`src/sv/mck_pkg.sv`:
```
package mck_pkg;

	localparam logic [15:0] UNIT_TICKS_RESET = 16'd400;

	localparam logic [7:0] CHAR_UPPER_A = 8'h41;
	localparam logic [7:0] CHAR_UPPER_Z = 8'h5A;
	localparam logic [7:0] CHAR_LOWER_A = 8'h61;
	localparam logic [7:0] CHAR_LOWER_Z = 8'h7A;
	localparam logic [7:0] CHAR_UNDERSCORE = 8'h5F;
	localparam logic [7:0] CASE_OFFSET = 8'h20;

	localparam logic CMD_TICK = 1'b0;
	localparam logic CMD_LOAD = 1'b1;

	typedef enum logic [1:0] {
		PH_IDLE = 2'd0,
		PH_MARK = 2'd1,
		PH_GAP  = 2'd2,
		PH_END  = 2'd3
	} mck_phase_t;

	typedef struct packed {
		logic       command;
		logic [7:0] character;
	} mck_cmd_t;

	typedef struct packed {
		logic led;
		logic busy_res;
		logic accepted;
	} mck_res_t;

	typedef struct packed {
		logic [3:0]  dash_marks;
		logic [2:0]  elements_left;
		mck_phase_t  phase;
		logic [2:0]  units_left;
		logic [15:0] tick_in_unit;
	} mck_state_t;

	// element count in bits 6..4, dash pattern in bits 3..0, first element in bit 0
	function automatic logic [6:0] letter_code(input logic [4:0] idx);
		logic [6:0] code;
		begin
			case (idx)
				5'd0:    code = 7'h22;
				5'd1:    code = 7'h41;
				5'd2:    code = 7'h45;
				5'd3:    code = 7'h31;
				5'd4:    code = 7'h10;
				5'd5:    code = 7'h44;
				5'd6:    code = 7'h33;
				5'd7:    code = 7'h40;
				5'd8:    code = 7'h20;
				5'd9:    code = 7'h4E;
				5'd10:   code = 7'h35;
				5'd11:   code = 7'h42;
				5'd12:   code = 7'h23;
				5'd13:   code = 7'h21;
				5'd14:   code = 7'h37;
				5'd15:   code = 7'h46;
				5'd16:   code = 7'h4B;
				5'd17:   code = 7'h32;
				5'd18:   code = 7'h30;
				5'd19:   code = 7'h11;
				5'd20:   code = 7'h34;
				5'd21:   code = 7'h48;
				5'd22:   code = 7'h36;
				5'd23:   code = 7'h49;
				5'd24:   code = 7'h4D;
				5'd25:   code = 7'h43;
				default: code = 7'h00;
			endcase
			return code;
		end
	endfunction

endpackage

```
`src/sv/mck_step.sv`:
```
module mck_step (
	input  mck_pkg::mck_state_t state,
	input  logic [15:0]         unit_ticks,
	input  mck_pkg::mck_cmd_t   item,
	output mck_pkg::mck_state_t state_next,
	output mck_pkg::mck_res_t   result
);

	logic [7:0]  ch_fold;
	logic [7:0]  ch_off;
	logic        is_letter;
	logic [6:0]  code;
	logic [16:0] tick_inc;
	logic        unit_done;
	logic [2:0]  units_dec;
	logic [2:0]  elems_dec;
	logic [3:0]  dash_shift;
	logic        led_pre;
	logic        accepted;

	// case folding and letter lookup
	assign ch_fold = ((item.character >= mck_pkg::CHAR_UPPER_A) &&
		(item.character <= mck_pkg::CHAR_UPPER_Z)) ?
		(item.character + mck_pkg::CASE_OFFSET) : item.character;
	assign is_letter = (ch_fold >= mck_pkg::CHAR_LOWER_A) &&
		(ch_fold <= mck_pkg::CHAR_LOWER_Z);
	assign ch_off = ch_fold - mck_pkg::CHAR_LOWER_A;
	assign code = mck_pkg::letter_code(ch_off[4:0]);

	// unit timing
	assign tick_inc   = {1'b0, state.tick_in_unit} + 17'd1;
	assign unit_done  = tick_inc >= {1'b0, unit_ticks};
	assign units_dec  = state.units_left - 3'd1;
	assign elems_dec  = state.elements_left - 3'd1;
	assign dash_shift = {1'b0, state.dash_marks[3:1]};
	assign led_pre    = (state.phase == mck_pkg::PH_MARK);

	// next state
	always_comb begin
		state_next = state;
		accepted   = 1'b0;
		if (item.command == mck_pkg::CMD_LOAD) begin
			if (state.phase == mck_pkg::PH_IDLE) begin
				accepted = 1'b1;
				state_next.tick_in_unit = '0;
				if (is_letter) begin
					state_next.dash_marks    = code[3:0];
					state_next.elements_left = code[6:4];
					state_next.phase         = mck_pkg::PH_MARK;
					state_next.units_left    = code[0] ? 3'd3 : 3'd1;
				end else begin
					state_next.dash_marks    = '0;
					state_next.elements_left = '0;
					state_next.phase         = mck_pkg::PH_END;
					state_next.units_left    =
						(ch_fold == mck_pkg::CHAR_UNDERSCORE) ? 3'd6 : 3'd3;
				end
			end
		end else if (state.phase != mck_pkg::PH_IDLE) begin
			if (!unit_done) begin
				state_next.tick_in_unit = tick_inc[15:0];
			end else begin
				state_next.tick_in_unit = '0;
				state_next.units_left   = units_dec;
				if (units_dec == 3'd0) begin
					case (state.phase)
						mck_pkg::PH_MARK: begin
							state_next.elements_left = elems_dec;
							if (elems_dec != 3'd0) begin
								state_next.phase      = mck_pkg::PH_GAP;
								state_next.units_left = 3'd1;
							end else begin
								state_next.phase      = mck_pkg::PH_END;
								state_next.units_left = 3'd3;
							end
						end
						mck_pkg::PH_GAP: begin
							state_next.dash_marks = dash_shift;
							state_next.phase      = mck_pkg::PH_MARK;
							state_next.units_left = dash_shift[0] ? 3'd3 : 3'd1;
						end
						default: begin
							state_next.phase         = mck_pkg::PH_IDLE;
							state_next.units_left    = '0;
							state_next.dash_marks    = '0;
							state_next.elements_left = '0;
						end
					endcase
				end
			end
		end
	end

	// result: a tick shows the level during the tick, a load the level after it
	always_comb begin
		result.accepted = accepted;
		result.busy_res = (state_next.phase != mck_pkg::PH_IDLE);
		if (item.command == mck_pkg::CMD_LOAD) begin
			result.led = (state_next.phase == mck_pkg::PH_MARK);
		end else begin
			result.led = led_pre;
		end
	end

endmodule

```
`src/sv/morse_code_keyer.sv`:
```
// Morse code keyer: keys ASCII characters onto an LED one at a time.
// Command channel (cmd_valid/cmd_stall/cmd) carries either a tick, which
// advances time by one tick, or a load of one character, which is taken only
// while the keyer is idle. Every command transaction yields exactly one
// result transaction on res_valid/res_stall/res with the LED level, busy and
// whether a load was taken.
// The unit length in ticks is set through cfg_wr_en/cfg_wr_data; write it
// only while no command is in flight.
// Path: a taken command waits in the input register, then its result is
// written into the result register, from which it is taken; a waiting
// result under res_stall holds the command in the input register.
// Throughput: one command per cycle while the result register is free or
// drained; the step logic between the registers updates the keyer state.
// Reset clears the keyer to idle, empties both registers and sets the unit
// length to 400 ticks. When res_stall holds a waiting result, one more
// command is still taken into the input register; after that cmd_stall
// rises until the result is taken.
module morse_code_keyer (
	input  logic              clk,
	input  logic              arst_n,
	input  logic              cmd_valid,
	output logic              cmd_stall,
	input  mck_pkg::mck_cmd_t cmd,
	output logic              res_valid,
	input  logic              res_stall,
	output mck_pkg::mck_res_t res,
	input  logic              cfg_wr_en,
	input  logic [15:0]       cfg_wr_data
);

	logic                valid_s1;
	mck_pkg::mck_cmd_t   item_s1;
	mck_pkg::mck_state_t state_q;
	mck_pkg::mck_state_t state_next;
	mck_pkg::mck_res_t   result;
	logic [15:0]         unit_ticks_q;
	logic                advance;

	// the step fires when the result register is free or being drained
	assign advance   = valid_s1 && (!res_valid || !res_stall);
	assign cmd_stall = valid_s1 && !advance;

	// unit length register
	always_ff @(posedge clk or negedge arst_n) begin
		if (!arst_n) begin
			unit_ticks_q <= mck_pkg::UNIT_TICKS_RESET;
		end else if (cfg_wr_en) begin
			unit_ticks_q <= cfg_wr_data;
		end
	end

	// input register
	always_ff @(posedge clk or negedge arst_n) begin
		if (!arst_n) begin
			valid_s1 <= 1'b0;
		end else if (!cmd_stall) begin
			valid_s1 <= cmd_valid;
		end
	end

	always_ff @(posedge clk) begin
		if (cmd_valid && !cmd_stall) begin
			item_s1 <= cmd;
		end
	end

	mck_step u_step (
		.state      (state_q),
		.unit_ticks (unit_ticks_q),
		.item       (item_s1),
		.state_next (state_next),
		.result     (result)
	);

	// keyer state
	always_ff @(posedge clk or negedge arst_n) begin
		if (!arst_n) begin
			state_q.dash_marks    <= '0;
			state_q.elements_left <= '0;
			state_q.phase         <= mck_pkg::PH_IDLE;
			state_q.units_left    <= '0;
			state_q.tick_in_unit  <= '0;
		end else if (advance) begin
			state_q <= state_next;
		end
	end

	// result register
	always_ff @(posedge clk or negedge arst_n) begin
		if (!arst_n) begin
			res_valid <= 1'b0;
		end else if (!res_valid || !res_stall) begin
			res_valid <= valid_s1;
		end
	end

	always_ff @(posedge clk) begin
		if (advance) begin
			res <= result;
		end
	end

	// a taken load always starts a sequence
	a_load_busy: assert property (@(posedge clk) disable iff (!arst_n)
		res_valid && res.accepted |-> res.busy_res)
		else $error("accepted load without busy");

	// the led is only lit inside a sequence
	a_led_busy: assert property (@(posedge clk) disable iff (!arst_n)
		res_valid && res.led |-> res.busy_res)
		else $error("led on while idle");

	// idle state keeps its counters cleared
	a_idle_clear: assert property (@(posedge clk) disable iff (!arst_n)
		state_q.phase == mck_pkg::PH_IDLE |->
		state_q.units_left == 3'd0 && state_q.elements_left == 3'd0 &&
		state_q.dash_marks == 4'd0)
		else $error("idle state not cleared");

	// a mark always has an element and time left
	a_mark_live: assert property (@(posedge clk) disable iff (!arst_n)
		state_q.phase == mck_pkg::PH_MARK |->
		state_q.units_left != 3'd0 && state_q.elements_left != 3'd0)
		else $error("mark with nothing left");

	// a step that fires always leaves a valid result
	a_advance_item: assert property (@(posedge clk) disable iff (!arst_n)
		advance |=> res_valid)
		else $error("step fired without result");

endmodule

```
`config.mk`:
```
export PLATFORM = sky130hd
export DESIGN_NAME = morse_code_keyer
export DESIGN_NICKNAME = d
export VERILOG_FILES = /design/src/sv/mck_pkg.sv /design/src/sv/mck_step.sv /design/src/sv/morse_code_keyer.sv
export SDC_FILE = /design/constraint.sdc
export NUM_CORES = 1
export LEC_CHECK = 0
export BUFFER_PORTS_ARGS = -buffer_cell sky130_fd_sc_hd__buf_4
export CORE_ASPECT_RATIO = 2
export CORE_UTILIZATION = 55
export DETAILED_ROUTE_END_ITERATION = 7
export GPL_TIMING_DRIVEN = 0
export PLACE_DENSITY = 0.75
export SETUP_SLACK_MARGIN = 0.4
export SYNTH_ARGS = -nofsm -noshare
export SYNTH_HDL_FRONTEND = slang
export SYNTH_SLANG_ARGS = --single-unit
```
`constraint.sdc`:
```
create_clock -name clk -period 4.7 [get_ports clk]
set_input_delay 0.47 -clock clk [delete_from_list [all_inputs] [get_ports clk]]
set_output_delay 0.47 -clock clk [all_outputs]
set_load 0.03 [all_outputs]
```
# Word-level counts from Yosys, hierarchy flattened
# Memory sizes are Yosys's and may differ from the RTL's.
# Cells that the tools add are included.
# Widths: inputs -> output; s select.
dict set report totals {
  ff_bits 58
  latch_bits 0
  ram_bits 0
  mem_bits_ro 224
  in_bits 30
  elab_cells 70
  memories 1
}
# name words word_bits read_ports rd_clocked_by_memory_dff write_ports line
set memory_table {}
lappend memory_table {{(no name shown)} 32 7 1 0 0 mck_pkg.sv:45} ;# case (idx)
dict set report classes {
  add_sub_neg 5
  mul 0
  div 0
  n_lt_le_gt_ge 5
  eq_ne 7
  shifts 0
  muxes 17
  n_bitwise 0
  reduce_logical 22
}
# cell n
set op_table {}
lappend op_table {{$mux 28} 3}
lappend op_table {{$mux 12} 3}
lappend op_table {{$add 16x1->17 const B} 1}
lappend op_table {{$ge 17x16->1} 1}
lappend op_table {{$ge 8x7->1 const B} 2}
lappend op_table {{$le 8x7->1 const B} 2}
lappend op_table {{$mux 16} 1}
lappend op_table {{$reduce_and 6->1} 2}
lappend op_table {{$pmux 5 s2} 1}
lappend op_table {{$reduce_bool 2->1} 5}
lappend op_table {{$add 8x6->8 const B} 1}
lappend op_table {{$eq 8x7->1 const B} 1}
lappend op_table {{$mux 8} 1}
lappend op_table {{$pmux 4 s2} 1}
lappend op_table {{$pmux 3 s2} 1}
lappend op_table {{$sub 3x1->3 const B} 2}
lappend op_table {{$logic_and 1x1->1} 5}
lappend op_table {{$sub 5x1->5 const B} 1}
lappend op_table {{$eq 2x1->1 const B} 2}
lappend op_table {{$logic_not 1->1} 4}
lappend op_table {{$mux 2} 2}
lappend op_table {{$mux 4} 1}
lappend op_table {{$ne 2x2->1 const B} 2}
lappend op_table {{$reduce_and 4->1} 1}
lappend op_table {{9 further kinds} 10}

# Logic depth before layout (Yosys ltp)
# An unclocked memory read counts as a cell.
dict set report logic_depth {
  depth_word 11
  ltp_mapped 18
}

# Hierarchy
# A second synthesis with hierarchy kept.
dict set report hier_totals {
  hier_cells 463
  hier_area_um2 4506.8
}
# module n_inst cells_per_inst area_per_inst_um2
set by_module_without_submodules {}
lappend by_module_without_submodules {mck_step 1 350 2373.5}
lappend by_module_without_submodules {morse_code_keyer 1 113 2133.3}

# Worst setup path before layout
# No wires, ideal clock.
dict set report synth_path {
  path_type {flip-flop to flip-flop}
  startpoint {register state_q[2] in the netlist's numbering}
  endpoint {register state_q[7] in the netlist's numbering}
  arrival_ps 3653
  required_time_ps 4635
  slack_ps 982
  path_stages_with_launch 19
  synth_period_minus_slack_ps 3718
  path_cell_list {dfrtp_1 > nand3_1 > nor2_1 > nand3_1 > nor2_1 > and3_1 > xnor2_1 > inv_1 > ha_1 > nand3_1 > nor3_1 > a221oi_1 > or4b_1 > buf_2 > or4_4 > buf_6 > buf_6 > nor2_2 > o22a_1}
}
dict set report synth_between {
  elab_chain_len 5
}
# item line
set synth_rtl {}
lappend synth_rtl {{start: declaration} morse_code_keyer.sv:33} ;# mck_pkg::mck_state_t state_q;
lappend synth_rtl {{start signal: assignment} morse_code_keyer.sv:84} ;# state_q <= state_next;
lappend synth_rtl {{$add 16x1->17 (*)} mck_step.sv:31} ;# assign tick_inc = {1'b0, state.tick_in_unit} + 17'd1;
lappend synth_rtl {{$ge 17x16->1} mck_step.sv:32} ;# assign unit_done = tick_inc >= {1'b0, unit_ticks};
lappend synth_rtl {{$mux 16 (*)} mck_step.sv:60} ;# if (!unit_done) begin
lappend synth_rtl {{$mux 28 (*)} mck_step.sv:59} ;# end else if (state.phase != mck_pkg::PH_IDLE) begin
lappend synth_rtl {{$mux 28 (*)} mck_step.sv:42} ;# if (item.command == mck_pkg::CMD_LOAD) begin
# Every way passes the cells marked *; elsewhere a longest branch is shown, timed or not. The select of a mux whose other input is x is not followed.
# A chain may end at the register's enable or synchronous reset.

# Worst setup path in the final report
dict set report layout_path {
  startpoint {register state_q[0] in the netlist's numbering}
  endpoint {register state_q[12] in the netlist's numbering}
}
# Same word-level chain as after synthesis.

==> results.json <==
{
  "status": "finished clean",
  "cts.sinks": 57,
  "synth_top_area_share_pct": 25.8,
  "worst_pin_slew_ns": 0.806,
  "dpl.hpwl_um": 8040,
  "drc": 0,
  "nets": 583,
  "yosysMostFrequentCell": "nand2_1",
  "cp.required_ns": 4.96,
  "synth_commonest_cells": "nand2_1, dfrtp_1, inv_1, o21ai_0, ha_1",
  "diodes": 0,
  "postCtsHoldBufs": 0,
  "fin_crit_ns": 4.05,
  "drt_iter0_drc": 147,
  "power_density_nw_per_um2": 346,
  "port_buffers": 34,
  "cts_tree": "done",
  "grt_start_max_net_pins": 46,
  "clockBufferDepth": 2,
  "crit_start": "state_q[0]",
  "critPathKind": "reg -> reg",
  "insertion_delay_ns": 0.32,
  "drt_first_pass_iters": 5,
  "drive_above_1_share_pct": 12.8,
  "gp_congestion": 0.964,
  "ctsResizeCount": 0,
  "synth.distinct_cells": 65,
  "cp.arrival_ns": 4.32,
  "final.fill_count": 612,
  "synthTopCellsByArea": "dfrtp_1, ha_1, edfxtp_1",
  "num_rows": 44,
  "initial_core_util_pct": 56.6,
  "max-slew-margin-rel_pct": 45.9,
  "num_vias": 3641,
  "synthesis.nets": 538,
  "die_h_um": 124,
  "grt_overflow_total": 0,
  "cts_made_buffers": 9,
  "ys_ff_latch": 57,
  "cap_violations": 0,
  "rsz0062_at_grt": "false",
  "first_global_vias": 3667,
  "viasPerCell": 5.90,
  "hp-class": "in -> async",
  "cts_root_buf": "clkbuf_16",
  "maxSlewViolCount": 0,
  "seq_area_frac_synth_pct": 36.5,
  "grtUsageTotal_pct": 29.1,
  "clock_skew_ns": 0.00348,
  "fin_tns_setup_ns": 0,
  "core_area_um2": 7210,
  "grt_pass1_wl_um": 17100,
  "synth.cell_area_um2": 4080,
  "synthArstFlopShare_pct": 78.9,
  "route.final.wire_length_um": 10500,
  "p_total_mw": 1.64,
  "synth_flop_cell": "dfrtp_1",
  "syn_inst": 475,
  "cts_max_level": 3,
  "fmax_mhz": 247,
  "syn2layout_area_growth_pct": 16.3,
  "setup_viol": 0,
  "synth-edff-count": 12,
  "yosys.area.top_type": "dfrtp_1",
  "cp-end-kind": "flop",
  "postCtsSetupRepairBufs": 0,
  "io_pins": 35,
  "yosysWarnings": 0,
  "wire_per_inst_um": 17.0,
  "cp-start-kind": "flop",
  "ant_nets": 0,
  "hold_viol_final": 0,
  "fp.dieW_um": 62.9,
  "antenna_found_initial": 0,
  "avgSynthCellArea_um2": 8.59,
  "dieArea_um2": 7790,
  "cts.clk_slew.worst_paths_ns": 0.05,
  "cp_max_fo": 10,
  "leakagePower_nw": 2.20,
  "worstReg2RegStart": "state_q[0]",
  "finalCritPeriodShare_pct": 86.2,
  "peakVddDrop_mv": 0.300
}
final cells by class:
class | count | area (um^2) | area share, %
tap | 92 | 115 | 2.43
multi-input combinational | 353 | 2340 | 49.4
buffer | 26 | 115 | 2.43
sequential | 57 | 1490 | 31.4
clock inverter | 5 | 46.3 | 0.976
clock buffer | 11 | 233 | 4.91
inverter | 39 | 146 | 3.09
timing repair buffer | 34 | 255 | 5.38
state kept, by name (all words and copies together), names as in the netlist:
register,cells
item_s1,9
res,3
res_valid,1
state_q,27
unit_ticks_q,16
valid_s1,1
logic make-up after synthesis:
group	count (synthesis)	share of synthesized area (%)
adder cells (fa/ha/maj)	34	10.4
multiplexers	9	2.33
buffers and inverters	65	6.41
XOR/XNOR	22	4.72
AND/OR/NAND/NOR	171	20.6
AO/OA/AOI/OAI	117	19.0
flip-flops	57	36.5
worst max-delay path, cell delays in order, from the launching register on:
cell and delay [ns]:
dfrtp_1 0.43, ha_1 0.23, and4_1 0.24, and3_1 0.22, nand2_1 0.08, xnor2_1 0.23, ha_1 0.29, nand4_1 0.15
a2111oi_0 0.12, o31a_1 0.28, or4b_1 0.53, buf_2 0.18, or4_4 0.49, buf_6 0.15, buf_6 0.14, nand2b_1 0.15
nand2_1 0.06
worst paths after layout:
check / to / slack [ns] / cells past startpoint
min in group clk: item_s1[2] / 0.32 / 1
setup reg to reg: state_q[12] / 0.65 / 16
setup / recovery: state_q[12] / 0.65 / 16
max in group asynchronous: state_q[0] / 4.14 / 1
hold reg to reg: res_valid / 0.48 / 1
hold / removal: unit_ticks_q[10] / 0.15 / 1
where the power goes:
part           internal [mW]  total, mW  leakage (nW)  switching (mW)
clock                  0.402      0.610         0.136           0.207
sequential             0.561      0.599         0.686          0.0383
combinational          0.171      0.431          1.38           0.260
total                   1.13       1.64          2.20           0.506
per-layer routing:
layer | vias to the layer above | track usage, % | wire, um
li1 | 1764 | - | -
met1 | 1744 | 24.2 | 3530
met2 | 91 | 59.5 | 6110
met3 | 42 | 4.95 | 247
met4 | 0 | 19.6 | 575
met5 | - | 0 | 0
stage by stage:
step / cells / setup slack, ns / hold slack [ns] / utilization (%) / instance area (um^2)
floorplan: 475 / 0.982 / 0.174 / - / 4080
global placement: 601 / 0.525 / 0.454 / 61.7 / 4450
detailed placement: 601 / 0.483 / 0.474 / 61.7 / 4450
CTS: 617 / 0.447 / 0.172 / 65.6 / 4730
global route: 617 / 0.420 / 0.203 / 65.8 / 4740
finish: 617 / 0.648 / 0.154 / 65.8 / 4740
cells in the final DEF, fill, tap and decap left out, types with 10 or more instances in the layout:
master | Yosys | layout
a21oi_1 | 19 | 19
buf_4 | 0 | 34
clkbuf_1 | 19 | 21
dfrtp_1 | 42 | 42
edfxtp_1 | 12 | 12
ha_1 | 33 | 33
inv_1 | 39 | 39
nand2_1 | 68 | 68
nand2b_1 | 18 | 18
nand3_1 | 19 | 17
nor2_1 | 22 | 20
o21ai_0 | 35 | 35
xnor2_1 | 12 | 12
xor2_1 | 10 | 10
(Power assumes the default switching activity.)
